[config.mk]
export PLATFORM = sky130hd
export DESIGN_NAME = wmb_cell
export DESIGN_NICKNAME = d
export VERILOG_FILES = /design/src/rtl/core/wmb_pkg.sv /design/src/rtl/core/wmb_cell.sv
export SDC_FILE = /design/constraint.sdc
export NUM_CORES = 1
export LEC_CHECK = 0
export ABC_AREA = 1
export ABC_CLOCK_PERIOD_IN_PS = 1900
export BUFFER_PORTS_ARGS = -buffer_cell sky130_fd_sc_hd__buf_4
export CORE_MARGIN = 10
export CORE_UTILIZATION = 30
export DETAILED_ROUTE_END_ITERATION = 8
export PLACE_DENSITY = 0.49
export SLEW_MARGIN = 20
export SYNTH_ARGS = -nofsm -noshare
export SYNTH_HDL_FRONTEND = slang
export SYNTH_SLANG_ARGS = --single-unit
[constraint.sdc]
create_clock -name clk -period 1.9 [get_ports clk]
set_input_delay 0.095 -clock clk [delete_from_list [all_inputs] [get_ports clk]]
set_output_delay 0.095 -clock clk [all_outputs]
set_load 0.005 [all_outputs]
[src/rtl/core/wmb_pkg.sv]
`default_nettype none
package wmb_pkg;

    localparam int RING_DEPTH = 512;
    localparam int CW = $clog2(RING_DEPTH + 1);
    localparam int PW = $clog2(RING_DEPTH);

    localparam logic [15:0] HEIGHT_MAX = 16'd64000;

    localparam logic [1:0] ST_STORED   = 2'd0;
    localparam logic [1:0] ST_REJECTED = 2'd1;
    localparam logic [1:0] ST_CAPTURED = 2'd2;
    localparam logic [1:0] ST_TOO_FEW  = 2'd3;

    localparam logic FUNC_PUSH    = 1'b0;
    localparam logic FUNC_CAPTURE = 1'b1;

    localparam logic REG_MIN_SAMPLES = 1'b0;
    localparam logic REG_STORED_BASE = 1'b1;

    typedef struct packed {
        logic push;
        logic load;
        logic count;
        logic find;
    } wmb_ctrl_t;

    typedef struct packed {
        logic [15:0] cir;
        logic        cirv;
        logic [15:0] fd;
        logic        fv;
    } wmb_link_t;

endpackage
`default_nettype wire

[src/rtl/core/wmb_cell.sv]
`default_nettype none
module wmb_cell (
    input  wire                  clk,
    input  wire wmb_pkg::wmb_ctrl_t ctrl,
    input  wire                  valid,
    input  wire [wmb_pkg::CW-1:0] rank,
    input  wire [15:0]           v_in,
    output logic [15:0]          v_out,
    input  wire wmb_pkg::wmb_link_t link_in,
    output wmb_pkg::wmb_link_t   link_out
);

    logic [15:0]          v_reg;
    logic [15:0]          cir_reg;
    logic                 cirv_reg;
    logic [15:0]          fd_reg;
    logic                 fv_reg;
    logic [wmb_pkg::CW-1:0] below_reg;
    logic [wmb_pkg::CW-1:0] upto_reg;
    logic                 match;

    assign match = valid && (below_reg <= rank) && (rank < upto_reg);

    always_ff @(posedge clk)
    begin
        if (ctrl.push)
        begin
            v_reg <= v_in;
        end
        if (ctrl.load)
        begin
            cir_reg   <= v_reg;
            cirv_reg  <= valid;
            below_reg <= '0;
            upto_reg  <= '0;
            fv_reg    <= 1'b0;
            fd_reg    <= '0;
        end
        else if (ctrl.count)
        begin
            cir_reg  <= link_in.cir;
            cirv_reg <= link_in.cirv;
            if (cirv_reg && valid)
            begin
                if (cir_reg < v_reg)
                begin
                    below_reg <= below_reg + 1'b1;
                end
                if (cir_reg <= v_reg)
                begin
                    upto_reg <= upto_reg + 1'b1;
                end
            end
        end
        else if (ctrl.find)
        begin
            fv_reg <= link_in.fv | match;
            fd_reg <= link_in.fv ? link_in.fd : v_reg;
        end
    end

    assign v_out         = v_reg;
    assign link_out.cir  = cir_reg;
    assign link_out.cirv = cirv_reg;
    assign link_out.fd   = fd_reg;
    assign link_out.fv   = fv_reg;

endmodule
`default_nettype wire

# Word level (Yosys, flattened, before mapping)
# Index checks and enable logic that the tools add are counted.
# op_classes
add_sub_neg,2
n_lt_le_gt_ge,4
n_mux,5
bitwise_logic,2
reduce_logical,7
# ops
op,n
$mux 16,3
$add 10x1->10 const B,2
$le 16x16->1,1
$lt 16x16->1,1
$le 10x10->1,1
$lt 10x10->1,1
$reduce_and 3->1,2
$logic_and 1x1->1,3
$mux 1,2
$reduce_and 2->1,1
$reduce_bool 2->1,1
$not 1->1,1
$or 1x1->1,1
# totals
regBits,70
in_bits,66
output_inout_bits,50
word_cells,27

# Longest topological paths before layout
# logic_depth
ltp_word,4
mapped_depth,14
mapped_depth_nobuf,14

# Worst setup path after synthesis
# OpenSTA, ideal clock, no wires.
# synth_path
kind,reg2reg
start,"register v_reg[15], in the netlist v_out[15]"
end,register upto_reg[0] (netlist bit)
setup_time_ns,0.142
arrival_time_ns,1.502
required_ns,1.758
path_slack_ns,0.256
path_stages_with_launch,11
cell_sequence,edfxtp_1 -> inv_1 -> ha_1 -> nand2_1 -> nor2_2 -> nand4_1 -> clkinv_1 -> nand4_1 -> buf_2 -> nand3_2 -> a21oi_2
# synth_via
elab_chain_cells,2
# synth_rtl
element,line,text
from (decl),wmb_cell.sv:13,logic [15:0] v_reg;
from (signal assigned),wmb_cell.sv:28,v_reg <= v_in;
$le 16x16->1,wmb_cell.sv:49,if (cir_reg <= v_reg)
$reduce_and 3->1 (no source line),n/a,
to (signal assigned),wmb_cell.sv:51,upto_reg <= upto_reg + 1'b1;
to (decl),wmb_cell.sv:19,logic [wmb_pkg::CW-1:0] upto_reg;
# No other way between the ends.
# A chain may end at the register's enable or synchronous reset.

# Worst setup path after layout
# layout_path
start,register cir_reg[15]
end,register upto_reg[2] (netlist bit)
# layout_via
elab_chain_cells,2
# layout_rtl
element,line,text
from (decl),wmb_cell.sv:14,logic [15:0] cir_reg;
from (signal assigned),wmb_cell.sv:32,cir_reg <= v_reg;
from (signal assigned),wmb_cell.sv:41,cir_reg <= link_in.cir;
$le 16x16->1,wmb_cell.sv:49,
$reduce_and 3->1 (no source line),n/a,
# No other way between the ends.

==> results.json <==
{
  "clock_latency_ns": 0.34,
  "postPlaceCellArea_sq_um": 5012,
  "drtIter0Drc": 175,
  "dieHeight_microns": 134.6,
  "detail-route-antenna-nets": 0,
  "power_mw": 4.134,
  "final_net_count": 719,
  "ys_seq_area_share_pct": 43.94,
  "grt_max_degree": 41,
  "preCtsSetupSlack_ns": 0.07036,
  "setup_tns_ns": 0,
  "finalCritPeriodShare_pct": 96.60,
  "port_buffers": 115,
  "power-per-cell-area_nw_per_um2": 718.7,
  "synthesis.nets": 570,
  "initial_core_util_pct": 30.98,
  "fin_ws_ns": 0.06455,
  "drc": 0,
  "htreeDepth": 3,
  "slew_headroom_pct": 64.70,
  "tightest_slew_ns": 0.5290,
  "antenna_found_initial": 0,
  "cts_tree": "built",
  "fin_util_pct": 45.21,
  "core-area_sq_um": 12720,
  "dr.pass1.iters": 5,
  "max-cap-violations": 0,
  "outcome": "completed",
  "required_ns": 2.12,
  "endpoint_kind": "flip-flop",
  "post-route-min-period_ns": 1.835,
  "holdWs_ns": 0.01122,
  "path_max_fanout": 5,
  "yosys_warnings": 0,
  "routabilityCongestion": 0.7889,
  "synthToLayoutAreaGrowth_pct": 45.94,
  "grt_pass1_wl_mm": 18.77,
  "hpwl_mm": 9.337,
  "final_max_slew_viol_count": 0,
  "globalRouteOverflowTotal": 0,
  "clk_pin_slew_ns": 0.06,
  "syn_avg_cell_area_sq_um": 8.440,
  "cts_buffer_depth": 2,
  "hold_viol": 0,
  "dieArea_sq_um": 18120,
  "crit_type": "reg -> reg",
  "ys_types": 26,
  "min_path_type": "in -> reg",
  "finalClockSkew_ns": 0.005341,
  "n_antenna_cell": 0,
  "worst_setup_path_start_kind": "flip-flop",
  "grt_usage_pct": 12.88,
  "synth_seq_cells": 70,
  "numCtsBuffers": 9,
  "die_x_microns": 134.6,
  "final_cell_area_sq_um": 5752,
  "vias": 3646,
  "cts_root_buf": "clkbuf_16",
  "syn_inst": 467,
  "placed_cells": 745,
  "layout.cells.non_filler": 793,
  "drive_gt1_share_pct": 30.76,
  "grt_pass1_vias": 3674,
  "fmax_mhz": 544.8,
  "leakage_nw": 2.595,
  "ir_drop_mv": 0.4656,
  "netlist_area_sq_um": 3941,
  "critical_path_arrival_ns": 2.05,
  "finalSetupViolCount": 0,
  "cts_sinks": 70,
  "routedWlPerCell_microns": 15.24,
  "wl_mm": 12.09,
  "core.rowCount": 41,
  "vias_per_cell": 4.598,
  "io_pins": 116
}
worst max-delay path: stages (launching register included):
cell      delay, ns
edfxtp_1       0.44
ha_4           0.30
nand2_1        0.09
nor2_4         0.12
nand4_1        0.13
inv_2          0.11
nand4_1        0.11
buf_6          0.16
buf_8          0.14
nand3_4        0.07
a21oi_2        0.05
routing by layer:
metal | routed length (microns) | vias to the layer above | track usage, %
met5 | 0 | - | 0
met4 | 133 | 0 | 5.260
met3 | 1101 | 9 | 5.453
met2 | 5470 | 97 | 19.55
met1 | 5382 | 1681 | 15.67
li1 | - | 1859 | -
cell usage after synthesis:
cell type / count / area [sq um]
a21o_1: 1 / 7.510
a21oi_1: 54 / 270.3
a21oi_2: 11 / 96.34
buf_1: 1 / 3.750
buf_2: 4 / 20.02
buf_4: 3 / 22.52
buf_6: 1 / 11.26
clkbuf_1: 10 / 37.54
clkinv_1: 1 / 3.750
dfxtp_1: 37 / 740.7
edfxtp_1: 33 / 991.0
ha_1: 37 / 462.9
inv_1: 52 / 195.2
nand2_1: 103 / 386.6
nand2_2: 3 / 18.77
nand3_1: 17 / 85.08
nand3_2: 10 / 100.1
nand4_1: 5 / 31.28
nor2_1: 22 / 82.58
nor2_2: 1 / 6.260
nor3_1: 6 / 30.03
o211ai_1: 1 / 7.510
o21ai_0: 37 / 185.2
o21ai_1: 1 / 5.000
xnor2_1: 3 / 26.28
xor2_1: 13 / 113.9
cells in the final DEF (no fill, tap or decap), drive strengths merged:
master	netlist	final
o211ai	1	1
nor3	6	6
nor2	23	23
dfxtp	37	37
clkbuf	10	11
clkinv	1	3
bufinv	0	1
nand2	106	107
inv	52	53
ha	37	37
dlygate4sd3	0	16
edfxtp	33	33
buf	9	138
xor2	13	13
xnor2	3	3
clkinvlp	0	3
o21ai	38	38
nand4	5	5
nand3	27	27
a21oi	65	65
a21o	1	1
cell families (layout without fill, tap and decap cells):
logic type / after synthesis / after routing / synth area share, %
simple gates: 167 / 168 / 18.79
compound gates: 105 / 105 / 14.51
buf+inv: 72 / 225 / 7.460
flops: 70 / 70 / 43.94
fa+ha+maj: 37 / 37 / 11.75
xor+xnor: 16 / 16 / 3.556
path summary, 6_finish.rpt:
check                                         startpoint                        to  slack [ns]  cells past startpoint
worst max register to register     cir_reg[15]$_DFFE_PP_  upto_reg[2]$_SDFFE_PP0P_        0.06                     10
worst min-delay path                         link_in[15]   fd_reg[14]$_SDFFE_PP0P_        0.01                      3
worst max-delay path               cir_reg[15]$_DFFE_PP_  upto_reg[2]$_SDFFE_PP0P_        0.06                     10
worst min register to register  upto_reg[9]$_SDFFE_PP0P_  upto_reg[9]$_SDFFE_PP0P_        0.48                      2
report_power, final:
part	switching, mW	internal (mW)
combinational	0.332	0.370
sequential	0.0662	1.68
clock	0.667	1.02
layout make-up:
class	count	area [sq um]
clock inverters	7	75.07
well taps	172	215.2
flip-flops and latches	70	1732
clock buffers	9	225.2
repair buffers	156	1285
multi-input cells	326	2021
fillers	1309	6970
inverters	53	198.9
repair_timing:
item                                    in CTS  in global routing
hold endpoints to repair                    16                  0
endpoints found under the setup margin       0                 20
gates resized for setup                      0                 27
hold buffers                                16                  0
buffers inserted                             0                 12
(Power assumes the default switching activity.)
